File: src/rtl/core/utf8d_pkg.sv
// Shared types and constants for the UTF-8 stream decoder.
// Used by utf8d_decode, utf8d_burst and utf8_stream_decoder; no dependencies.
package utf8d_pkg;

  localparam int CP_W    = 31;
  localparam int MAX_RES = 6;
  localparam int CNT_W   = 3;

  localparam logic [7:0] LEAD_MIN   = 8'hC0;
  localparam logic [7:0] STAND_MIN  = 8'hFE;
  localparam logic [7:0] MASK_E0    = 8'hE0;
  localparam logic [7:0] MASK_F0    = 8'hF0;
  localparam logic [7:0] MASK_F8    = 8'hF8;
  localparam logic [7:0] MASK_FC    = 8'hFC;
  localparam logic [7:0] PAT_2BYTE  = 8'hC0;
  localparam logic [7:0] PAT_3BYTE  = 8'hE0;
  localparam logic [7:0] PAT_4BYTE  = 8'hF0;
  localparam logic [7:0] PAT_5BYTE  = 8'hF8;
  localparam logic [1:0] CONT_TAG   = 2'b10;
  localparam logic [5:0] PAYLOAD_M  = 6'h3F;
  localparam logic [4:0] LEAD2_M    = 5'h1F;

  typedef struct packed {
    logic [CP_W-1:0] code_point;
    logic            raw;
  } entry_t;

  typedef struct packed {
    entry_t [MAX_RES-1:0] ent;
    logic [CNT_W-1:0]     count;
    logic                 eos;
  } burst_t;

endpackage

File: src/rtl/core/utf8_stream_decoder.sv
// Top level of the UTF-8 stream decoder: input register, decoder and result buffer.
// Depends on utf8d_pkg, utf8d_decode and utf8d_burst.
//
// One byte enters per transfer on the in_ channel, with in_end_of_string on the
// last byte of a string. Results leave on the out_ channel, one code point or
// raw byte per transfer; out_run_last marks the last result of an input byte and
// out_string_last the final result of a string. A lead byte without the flag
// produces no result. A broken or unfinished sequence yields up to six results.
// Each byte passes the input register and then the result buffer. Throughput
// is one byte per cycle while each byte gives at most one result and out_ready
// stays high; a byte with several results occupies the result buffer until the
// last is taken, while one further byte waits in the input register. When the
// receiver stalls, the buffer and then the input register fill and in_ready drops.
// Reset clears the open sequence and empties both registers, ready to start a new string.
module utf8_stream_decoder (
  input  logic                       clk,
  input  logic                       rst_n,
  input  logic                       in_valid,
  output logic                       in_ready,
  input  logic [7:0]                 in_byte,
  input  logic                       in_end_of_string,
  output logic                       out_valid,
  input  logic                       out_ready,
  output logic [utf8d_pkg::CP_W-1:0] out_code_point,
  output logic                       out_raw_fallback,
  output logic                       out_run_last,
  output logic                       out_string_last
);

  logic              hold_valid_r;
  logic [7:0]        hold_byte_r;
  logic              hold_eos_r;
  logic              can_load;
  logic              advance;
  utf8d_pkg::burst_t burst;

  assign advance  = hold_valid_r && can_load;
  assign in_ready = !hold_valid_r || advance;

  always_ff @(posedge clk) begin
    if (!rst_n) begin
      hold_valid_r <= 1'b0;
    end else if (in_ready) begin
      hold_valid_r <= in_valid;
    end
  end

  always_ff @(posedge clk) begin
    if (in_ready && in_valid) begin
      hold_byte_r <= in_byte;
      hold_eos_r  <= in_end_of_string;
    end
  end

  utf8d_decode u_decode (
    .clk     (clk),
    .rst_n   (rst_n),
    .advance (advance),
    .byte_in (hold_byte_r),
    .eos_in  (hold_eos_r),
    .burst   (burst)
  );

  utf8d_burst u_burst (
    .clk              (clk),
    .rst_n            (rst_n),
    .load             (advance),
    .burst            (burst),
    .can_load         (can_load),
    .out_valid        (out_valid),
    .out_ready        (out_ready),
    .out_code_point   (out_code_point),
    .out_raw_fallback (out_raw_fallback),
    .out_run_last     (out_run_last),
    .out_string_last  (out_string_last)
  );

endmodule

File: src/rtl/core/utf8d_decode.sv
// Sequence state and combinational decode of one byte into a burst of results.
// Depends on utf8d_pkg for the burst type and byte constants.
module utf8d_decode (
  input  logic                clk,
  input  logic                rst_n,
  input  logic                advance,
  input  logic [7:0]          byte_in,
  input  logic                eos_in,
  output utf8d_pkg::burst_t   burst
);

  logic [7:0]                 lead_r, lead_nxt;
  logic [2:0]                 exp_r, exp_nxt;
  logic [2:0]                 seen_r, seen_nxt;
  logic [utf8d_pkg::CP_W-1:0] acc_r, acc_nxt;

  logic                       open_seq, is_cont, complete, standalone;
  logic [2:0]                 seen_c, need;
  logic [utf8d_pkg::CP_W-1:0] acc_c, lead_bits;
  logic                       flush_en, tail_en, tail_raw;
  logic [7:0]                 flead;
  logic [2:0]                 fseen;
  logic [utf8d_pkg::CP_W-1:0] faccum, tail_cp;

  always_comb begin
    open_seq   = (exp_r != 3'd0);
    is_cont    = (byte_in[7:6] == utf8d_pkg::CONT_TAG);
    acc_c      = {acc_r[utf8d_pkg::CP_W-7:0], byte_in[5:0] & utf8d_pkg::PAYLOAD_M};
    seen_c     = seen_r + 3'd1;
    complete   = (seen_c >= exp_r);
    standalone = (byte_in < utf8d_pkg::LEAD_MIN) || (byte_in >= utf8d_pkg::STAND_MIN);

    if ((byte_in & utf8d_pkg::MASK_E0) == utf8d_pkg::PAT_2BYTE) begin
      need      = 3'd1;
      lead_bits = {26'd0, byte_in[4:0] & utf8d_pkg::LEAD2_M};
    end else if ((byte_in & utf8d_pkg::MASK_F0) == utf8d_pkg::PAT_3BYTE) begin
      need      = 3'd2;
      lead_bits = {27'd0, byte_in[3:0]};
    end else if ((byte_in & utf8d_pkg::MASK_F8) == utf8d_pkg::PAT_4BYTE) begin
      need      = 3'd3;
      lead_bits = {28'd0, byte_in[2:0]};
    end else if ((byte_in & utf8d_pkg::MASK_FC) == utf8d_pkg::PAT_5BYTE) begin
      need      = 3'd4;
      lead_bits = {29'd0, byte_in[1:0]};
    end else begin
      need      = 3'd5;
      lead_bits = {30'd0, byte_in[0]};
    end

    flush_en = 1'b0;
    flead    = lead_r;
    fseen    = seen_r;
    faccum   = acc_r;
    tail_en  = 1'b0;
    tail_cp  = {23'd0, byte_in};
    tail_raw = 1'b0;
    lead_nxt = 8'd0;
    exp_nxt  = 3'd0;
    seen_nxt = 3'd0;
    acc_nxt  = '0;

    if (open_seq && is_cont) begin
      if (complete) begin
        tail_en = 1'b1;
        tail_cp = acc_c;
      end else if (eos_in) begin
        flush_en = 1'b1;
        fseen    = seen_c;
        faccum   = acc_c;
      end else begin
        lead_nxt = lead_r;
        exp_nxt  = exp_r;
        seen_nxt = seen_c;
        acc_nxt  = acc_c;
      end
    end else begin
      flush_en = open_seq;
      if (standalone) begin
        tail_en = 1'b1;
      end else if (eos_in) begin
        tail_en  = 1'b1;
        tail_raw = 1'b1;
      end else begin
        lead_nxt = byte_in;
        exp_nxt  = need;
        acc_nxt  = lead_bits;
      end
    end

    if (eos_in) begin
      lead_nxt = 8'd0;
      exp_nxt  = 3'd0;
      seen_nxt = 3'd0;
      acc_nxt  = '0;
    end
  end

  always_comb begin
    logic [2:0]                 base;
    logic [2:0]                 d;
    logic [4:0]                 sh;
    logic [utf8d_pkg::CP_W-1:0] shifted;
    base = flush_en ? (fseen + 3'd1) : 3'd0;
    for (int k = 0; k < utf8d_pkg::MAX_RES; k++) begin
      d       = fseen - 3'(k);
      sh      = {2'b00, d} * 5'd6;
      shifted = faccum >> sh;
      burst.ent[k].code_point = tail_cp;
      burst.ent[k].raw        = tail_raw;
      if (flush_en && (3'(k) <= fseen)) begin
        burst.ent[k].raw = 1'b1;
        if (k == 0) begin
          burst.ent[k].code_point = {23'd0, flead};
        end else begin
          burst.ent[k].code_point = {23'd0, utf8d_pkg::CONT_TAG, shifted[5:0]};
        end
      end
    end
    burst.count = base + {2'b00, tail_en};
    burst.eos   = eos_in;
  end

  always_ff @(posedge clk) begin
    if (!rst_n) begin
      lead_r <= 8'd0;
      exp_r  <= 3'd0;
      seen_r <= 3'd0;
      acc_r  <= '0;
    end else if (advance) begin
      lead_r <= lead_nxt;
      exp_r  <= exp_nxt;
      seen_r <= seen_nxt;
      acc_r  <= acc_nxt;
    end
  end

endmodule

File: src/rtl/core/utf8d_burst.sv
// Result buffer that holds one burst and shifts it out one transfer at a time.
// Depends on utf8d_pkg for the burst and entry types.
module utf8d_burst (
  input  logic                       clk,
  input  logic                       rst_n,
  input  logic                       load,
  input  utf8d_pkg::burst_t          burst,
  output logic                       can_load,
  output logic                       out_valid,
  input  logic                       out_ready,
  output logic [utf8d_pkg::CP_W-1:0] out_code_point,
  output logic                       out_raw_fallback,
  output logic                       out_run_last,
  output logic                       out_string_last
);

  utf8d_pkg::entry_t [utf8d_pkg::MAX_RES-1:0] ent_r;
  logic [utf8d_pkg::CNT_W-1:0]                cnt_r;
  logic                                       eos_r;
  logic                                       fire;

  assign out_valid        = (cnt_r != '0);
  assign fire             = out_valid && out_ready;
  assign can_load         = (cnt_r == '0) || ((cnt_r == utf8d_pkg::CNT_W'(1)) && out_ready);
  assign out_code_point   = ent_r[0].code_point;
  assign out_raw_fallback = ent_r[0].raw;
  assign out_run_last     = (cnt_r == utf8d_pkg::CNT_W'(1));
  assign out_string_last  = (cnt_r == utf8d_pkg::CNT_W'(1)) && eos_r;

  always_ff @(posedge clk) begin
    if (!rst_n) begin
      cnt_r <= '0;
    end else if (load) begin
      cnt_r <= burst.count;
    end else if (fire) begin
      cnt_r <= cnt_r - utf8d_pkg::CNT_W'(1);
    end
  end

  always_ff @(posedge clk) begin
    if (load) begin
      ent_r <= burst.ent;
      eos_r <= burst.eos;
    end else if (fire) begin
      for (int k = 0; k < utf8d_pkg::MAX_RES - 1; k++) begin
        ent_r[k] <= ent_r[k+1];
      end
    end
  end

endmodule

File: config.mk
export PLATFORM = sky130hd
export DESIGN_NAME = utf8_stream_decoder
export DESIGN_NICKNAME = d
export VERILOG_FILES = /design/src/rtl/core/utf8d_pkg.sv /design/src/rtl/core/utf8_stream_decoder.sv /design/src/rtl/core/utf8d_decode.sv /design/src/rtl/core/utf8d_burst.sv
export SDC_FILE = /design/constraint.sdc
export NUM_CORES = 1
export LEC_CHECK = 0
export BUFFER_PORTS_ARGS = -buffer_cell sky130_fd_sc_hd__buf_2
export CAP_MARGIN = 20
export CORE_MARGIN = 1
export CORE_UTILIZATION = 60
export CTS_BUF_LIST = sky130_fd_sc_hd__clkbuf_8
export DETAILED_ROUTE_END_ITERATION = 7
export PLACE_DENSITY = 0.86
export SKIP_CTS_REPAIR_TIMING = 1
export SLEW_MARGIN = 20
export SYNTH_ARGS = -nofsm -noshare
export SYNTH_HDL_FRONTEND = slang
export SYNTH_SLANG_ARGS = --single-unit
File: constraint.sdc
create_clock -name clk -period 12.88 [get_ports clk]
set_input_delay 0.644 -clock clk [delete_from_list [all_inputs] [get_ports clk]]
set_output_delay 0.644 -clock clk [all_outputs]
set_load 0.02 [all_outputs]
======== After elaboration in Yosys (flattened, before gate mapping) ========
Index checks and enable logic that the tools add are counted.
operators by class
  $add $sub $neg .......................... 9
  multiply operators ...................... 5
  order comparisons ....................... 9
  equal/unequal tests ..................... 7
  shift operators ......................... 5
  multiplexer cells ....................... 50
  reductions and logical operators ........ 21
operators by type and width
  operator               number
  $mux W31               12
  $mux W160              2
  $mux W32               5
  $shr A31 B5 Y6         5
  $mux W3                16
  $mux W8                4
  $mul A3 B2 Y4 const B  5
  $logic_and A1 B1 Y1    12
  $mux W1                9
  $ge A8 B8 Y1 const B   1
  $lt A8 B8 Y1 const B   1
  $mux W7                1
  $add A3 B1 Y3 const B  2
  $eq A6 B6 Y1 const B   1
  $le A1 B3 Y1 const A   2
  $le A2 B3 Y1 const A   2
  $le A3 B3 Y1 const A   2
  $reduce_bool A3 Y1     2
  $sub A3 B1 Y3 const B  2
  $sub A3 B2 Y3 const B  2
  $sub A3 B3 Y3 const B  2
  $eq A5 B5 Y1 const B   1
  $eq A4 B4 Y1 const B   1
  $add A3 B1 Y3          1
  11 further kinds       13
storage, ports and cells
  register bits after elaboration ......... 251
  bits of input ports ..................... 13
  output and inout bits ................... 36

======== Depth between registers and ports, before layout ========
  depth in word-level cells ............... 9
  depth in mapped cells ................... 20
  gate-level depth less buffers ........... 17

======== Modules after synthesis ========
From an unflattened synthesis, not the netlist that was laid out.
unflattened totals
  cells, all modules ...................... 1,382
  area, all modules ....................... 16,052.9 µm²
by module, submodules not included
  module               instances  cells each  area each (µm²)  seq. area each (µm²)
  utf8d_burst          1          432         8,299.2          5,855.6
  utf8d_decode         1          935         7,418.4          900.9
  utf8_stream_decoder  1          15          335.3            290.3

======== Least setup slack after synthesis ========
Ideal clock, no wire load.
  path kind ............................... flip-flop to flip-flop
  start ................................... reg u_decode.seen_r[0]
  end ..................................... reg u_burst.ent_r[37] (netlist bit), data pin
  arrival time ............................ 4.846 ns
  path slack .............................. 7.773 ns
  cell stages (with the launch flop) ...... 19
  cells stage by stage .................... dfxtp_1 -> ha_1 -> xor2_1 -> ha_1 -> a21oi_2 -> o211ai_2 -> nor2_4 -> mux2_4 -> buf_6 -> buf_4 -> ha_1 -> clkbuf_1 -> inv_1 -> clkbuf_1 -> fa_1 -> clkbuf_1 -> mux4_2 -> o211ai_1 -> a21oi_1
on the way
  cells in the longest elaborated chain, start to end .. 9
  elaborated cells on any way between the ends .. 16
ends and longest elaborated chain
  element                                         line                                    RTL
  start: declaration                              utf8d_decode.sv:14                      logic [2:0] seen_r, seen_nxt;
  start signal: assignment                        utf8d_decode.sv:132                     seen_r <= seen_nxt;
  $add A3 B1 Y3                                   utf8d_decode.sv:29                      seen_c = seen_r + 3'd1;
  $ge A3 B3 Y1 / $mux W3 (equally long branches)  utf8d_decode.sv:30, utf8d_decode.sv:66
  $mux W3                                         utf8d_decode.sv:63                      if (complete) begin
  $mux W3                                         utf8d_decode.sv:62                      if (open_seq && is_cont) begin
  $sub A3 B1 Y3                                   utf8d_decode.sv:105                     d = fseen - 3'(k);
  $mul A3 B2 Y4                                   utf8d_decode.sv:106                     sh = {2'b00, d} * 5'd6;
  $shr A31 B5 Y6                                  utf8d_decode.sv:107                     shifted = faccum >> sh;
  $mux W32 *                                      utf8d_decode.sv:110                     if (flush_en && (3'(k) <= fseen)) begin
  $mux W160 *                                     utf8d_burst.sv:41                       if (load) begin
  end signal: assignment                          utf8d_burst.sv:42                       ent_r <= burst.ent;
  end signal: indexed assignment                  utf8d_burst.sv:46                       ent_r[k] <= ent_r[k+1];
  end: declaration                                utf8d_burst.sv:17                       utf8d_pkg::entry_t [utf8d_pkg::MAX_RES-1:0] ent_r;
Mark *: on every way between the ends. The rest lies on a longest branch, timed or not.
A chain may end at the register's enable or synchronous reset.

======== Worst setup path after layout ========
Ends and elaborated chain as after synthesis.

==> Flow_metrics.wiki <==
{| class="wikitable"
! Metric !! Value
|-
| Run status || finished clean
|-
| Via count || about 11,000
|-
| Period minus WS final || 6.116 ns
|-
| RSZ-0062 raised after global routing || no
|-
| CP max stage delay || 1.00 ns
|-
| Clock tree skew after final layout || roughly 0.022 ns
|-
| Number of antenna-violating nets in the routed design || 0
|-
| Count of unique library cells instantiated by Yosys || 77
|-
| Area share of the largest cell type after synthesis || a little over two fifths
|-
| Std-Cell Core Area || 23,400 um^2
|-
| Number of iterations in the first detailed-routing pass || 6
|-
| Crit path arrival time || between 6 and 7 ns
|-
| TritonCTS clock tree || yes
|-
| Sequential cell area fraction in the yosys report || between 40% and 50%
|-
| Average routed wire per standard cell || between 20 and 25 um
|-
| Overall die height || about 160 um
|-
| Reported leakage power || slightly above 0.006 uW
|-
| Final worst setup slack || around 6.8 ns
|-
| Total congestion overflow || 0
|-
| CTS buffer count || 41
|-
| Number of clock sinks || around 250
|-
| Final hold violation count || 0
|-
| Maximum number of pins on one net before global-route repair || about 110
|-
| Die X || ~160 um
|-
| Startpoint type of the worst setup path || register
|-
| Mean Syn Cell Area || 10.31 um^2
|-
| Critical path's top delay family || adder cells
|-
| Nets in the synthesized netlist || ~1,400
|-
| Leading cell types by total area after synthesis || sky130_fd_sc_hd__edfxtp_1, sky130_fd_sc_hd__nand2_1, sky130_fd_sc_hd__mux4_2, sky130_fd_sc_hd__dfxtp_1, sky130_fd_sc_hd__mux2i_1
|-
| Critical path buffer and inverter count || 4
|-
| Cell with the largest stage delay on the worst path || sky130_fd_sc_hd__fa_1
|-
| Total length of routed wires || 38,910 um
|-
| Peak Freq || approximately 160 MHz
|-
| Clock edge transition at the registers on the reported setup and hold paths || around 0.060 ns
|-
| HPWL reported at the end of detailed placement || ~26,000 um
|-
| Die area || approximately 24,000 um^2
|-
| Synth area leader || sky130_fd_sc_hd__edfxtp_1
|-
| Relative slew slack || between 20% and 30%
|-
| Transition time at the pin with the least slew margin || 1.119 ns
|-
| Total I/O pin count || slightly below 50
|-
| Maximum VDD drop || about 0.00012 V
|-
| First-pass GRT wire length || between 50,000 and 60,000 um
|-
| Detail-routed via count per cell || between 6 and 7
|-
| Crit Path Max Fanout || 46
|-
| P&R area growth vs syn || 6.781%
|-
| Antenna violations before repair || 0
|-
| Multi-input gate area || ~6500 um^2
|-
| Detailed Route Iter0 Violations || 1,550
|-
| Fraction of layout cells with a size suffix above 1 || between 10% and 20%
|-
| Maximum Capacitance Violations || 0
|-
| Number of filler cells placed in the layout || 1,814
|-
| Post-synthesis instance area || approximately 14,000 um^2
|-
| Post-placement cell count || approximately 1,600
|-
| Number of remaining DRC errors || 0
|-
| Number of non-filler instances in the completed layout || roughly 1,700
|-
| Final net count || 1,399
|-
| Share of flip-flops with an asynchronous set or reset || 0%
|-
| Synth Flop Type || sky130_fd_sc_hd__edfxtp_1
|-
| Post-route fraction of the period consumed by the critical path || a little under half
|-
| Buffers from clock root to sink, at most || 3
|-
| Yosys synthesis warning count || 0
|-
| Final weighted congestion of routability-driven global placement || 1.033
|-
| Starting utilization of the core area || 60.95%
|-
| Count of flip-flops with a built-in enable after synthesis || approximately 200
|-
| Setup violation total in the final timing report || 0
|-
| Pins over their slew limit || 0
|-
| Number of flip-flops and latches in the synthesized netlist || around 250
|-
| Storage element area || around 7000 um^2
|-
| Data required time at the worst endpoint || roughly 13 ns
|-
| Library cell used as clock root buffer || sky130_fd_sc_hd__clkbuf_8
|-
| Input/output buffers || 48
|-
| Post-synthesis cell count || 1,384
|-
| Worst slack at placement || 6.859 ns
|-
| Post-route setup TNS || 0 ns
|-
| Floorplan row count || between 50 and 60
|-
| Antenna fix cells || 0
|-
| Total power density per cell area || ~180 nW/um^2
|-
| Global router's overall resource usage || between 30% and 40%
|-
| WS Path Type || register to register
|-
| Min-Delay Path Class || input port to register
|-
| Worst skew pair latency || 0.56 ns
|-
| Chain of cells forming the critical path || buf_4 > ha_1 > xor2_1 > ha_1 > a21oi_2 > o211ai_2 > buf_4 > nor2_4 > mux2_4 > ha_1 > buf_4 > inv_1 > fa_1 > mux4_2 > o211ai_1 > a21oi_1
|-
| CTS H-Tree Depth || 2
|-
| Crit. End Element || register
|-
| Via count of the first global-routing pass || between 10,000 and 15,000
|}
==> path summary, 6_finish.rpt <==
kind / cells past startpoint / slack, ns / startpoint / end
min: 1 / 0.26 / in_end_of_string / hold_eos_r$_DFFE_PP_
min reg2reg: 2 / 0.47 / u_burst.cnt_r[1]$_SDFFE_PN0P_ / u_burst.cnt_r[1]$_SDFFE_PN0P_
max reg2reg: 16 / 6.76 / u_decode.seen_r[0]$_SDFFE_PN0P_ / u_burst.ent_r[37]$_DFFE_PP_
max: 16 / 6.76 / u_decode.seen_r[0]$_SDFFE_PN0P_ / u_burst.ent_r[37]$_DFFE_PP_
==> power by group <==
part | total [uW] | internal, uW | switching, uW
Combinational | 695 | 204 | 491
Clock | 709 | 383 | 326
Sequential | 1400 | 1310 | 96.9
Total | 2810 | 1890 | 913
==> cells in the mapped netlist (all sizes together) (4+ instances only) <==
master and instances:
a22o 6, nand2 349, edfxtp 202, nand2b 5, a21oi 63, o22a 11, dfxtp 49, xor2 5
or4 6, a22oi 44, mux2 5, o22ai 29, xnor2 5, fa 5, a31oi 15, o21a 4
inv 20, xnor3 4, a211oi 10, and3 29, or3 9, nand3 23, mux2i 37, o31ai 7
mux4 46, nor3 19, and2 7, a21boi 5, nor2b 48, o211ai 11, nand4 7, ha 19
buf 64, a211o 6, clkbuf 67, o21ai 36, nor2 65
==> through the flow <==
stage / instance area (um^2) / util (%) / power [uW] / hold WS, ns
2_1_floorplan: 14260 / - / 1980 / 0.4206
3_3_place_gp: 14390 / 61.49 / 2073 / 0.4548
3_5_place_dp: 14390 / 61.49 / 2113 / 0.4646
4_1_cts: 15220 / 65.04 / 2820 / 0.2371
5_1_grt: 15230 / 65.08 / 2954 / 0.2521
6_report: 15230 / 65.08 / 2808 / 0.2584
==> worst register-to-register path: cells and delay by family, from the launching register on <==
kind	cells	cell delay [ns]
multiplexers	2	0.90
AO/OA/AOI/OAI	4	0.65
flip-flops	1	0.31
adder cells (fa/ha/maj)	4	1.98
buffers and inverters	4	1.48
XOR/XNOR	1	0.17
AND/OR/NAND/NOR	1	0.39
==> state kept, by name, indices dropped and copies added (netlist names) <==
| signal | cells |
|---|---|
| u_burst.ent_r | 160 |
| u_burst.out_code_point | 31 |
| u_decode.acc_r | 31 |
| hold_byte_r | 8 |
| u_decode.flead | 8 |
| u_burst.cnt_r | 3 |
| u_decode.exp_r | 3 |
| u_decode.seen_r | 3 |
| hold_eos_r | 1 |
| hold_valid_r | 1 |
| u_burst.eos_r | 1 |
| u_burst.out_raw_fallback | 1 |
==> metal layers <==
metal	global-route usage, %	wire length, um	vias up
li1	-	-	4998
met1	43.97	15800	5326
met2	46.94	17010	610
met5	0.6211	0	-
met3	10.39	4590	96
met4	15.27	1513	0
==> cell type report <==
class | count | share of cell area, %
Inverter | 23 | 0.6818
Tap cell | 319 | 2.621
Multi-Input combinational cell | 979 | 42.51
Timing Repair Buffer | 66 | 2.448
Sequential cell | 251 | 46.27
Clock inverter | 30 | 1.397
Clock buffer | 45 | 4.066
==> layout by cell type, fill, tap and decap left out, types with 18 or more instances in the layout <==
master	count
sky130_fd_sc_hd__mux2i_1	36
sky130_fd_sc_hd__dfxtp_1	48
sky130_fd_sc_hd__mux4_2	46
sky130_fd_sc_hd__nor2b_1	47
sky130_fd_sc_hd__o21ai_0	27
sky130_fd_sc_hd__clkbuf_8	45
sky130_fd_sc_hd__inv_1	32
sky130_fd_sc_hd__a22oi_1	44
sky130_fd_sc_hd__nor3_1	18
sky130_fd_sc_hd__a21oi_1	62
sky130_fd_sc_hd__edfxtp_1	202
sky130_fd_sc_hd__nand2_1	348
sky130_fd_sc_hd__ha_1	19
sky130_fd_sc_hd__nand3_1	23
sky130_fd_sc_hd__o22ai_1	29
sky130_fd_sc_hd__nor2_1	63
sky130_fd_sc_hd__buf_2	49
sky130_fd_sc_hd__and3_1	28
==> cell families (layout without fill, tap and decap cells) <==
group                    after synthesis  in the layout  synth area share (%)
adder cells (fa/ha/maj)               24             24                 2.368
flip-flops                           251            251                 49.40
buffers and inverters                154            164                 5.263
multiplexers                          88             88                 10.37
AND/OR/NAND/NOR                      582            582                 18.33
AO/OA/AOI/OAI                        271            271                 12.81
XOR/XNOR                              14             14                 1.456
Power figures use the tool's default switching activity.
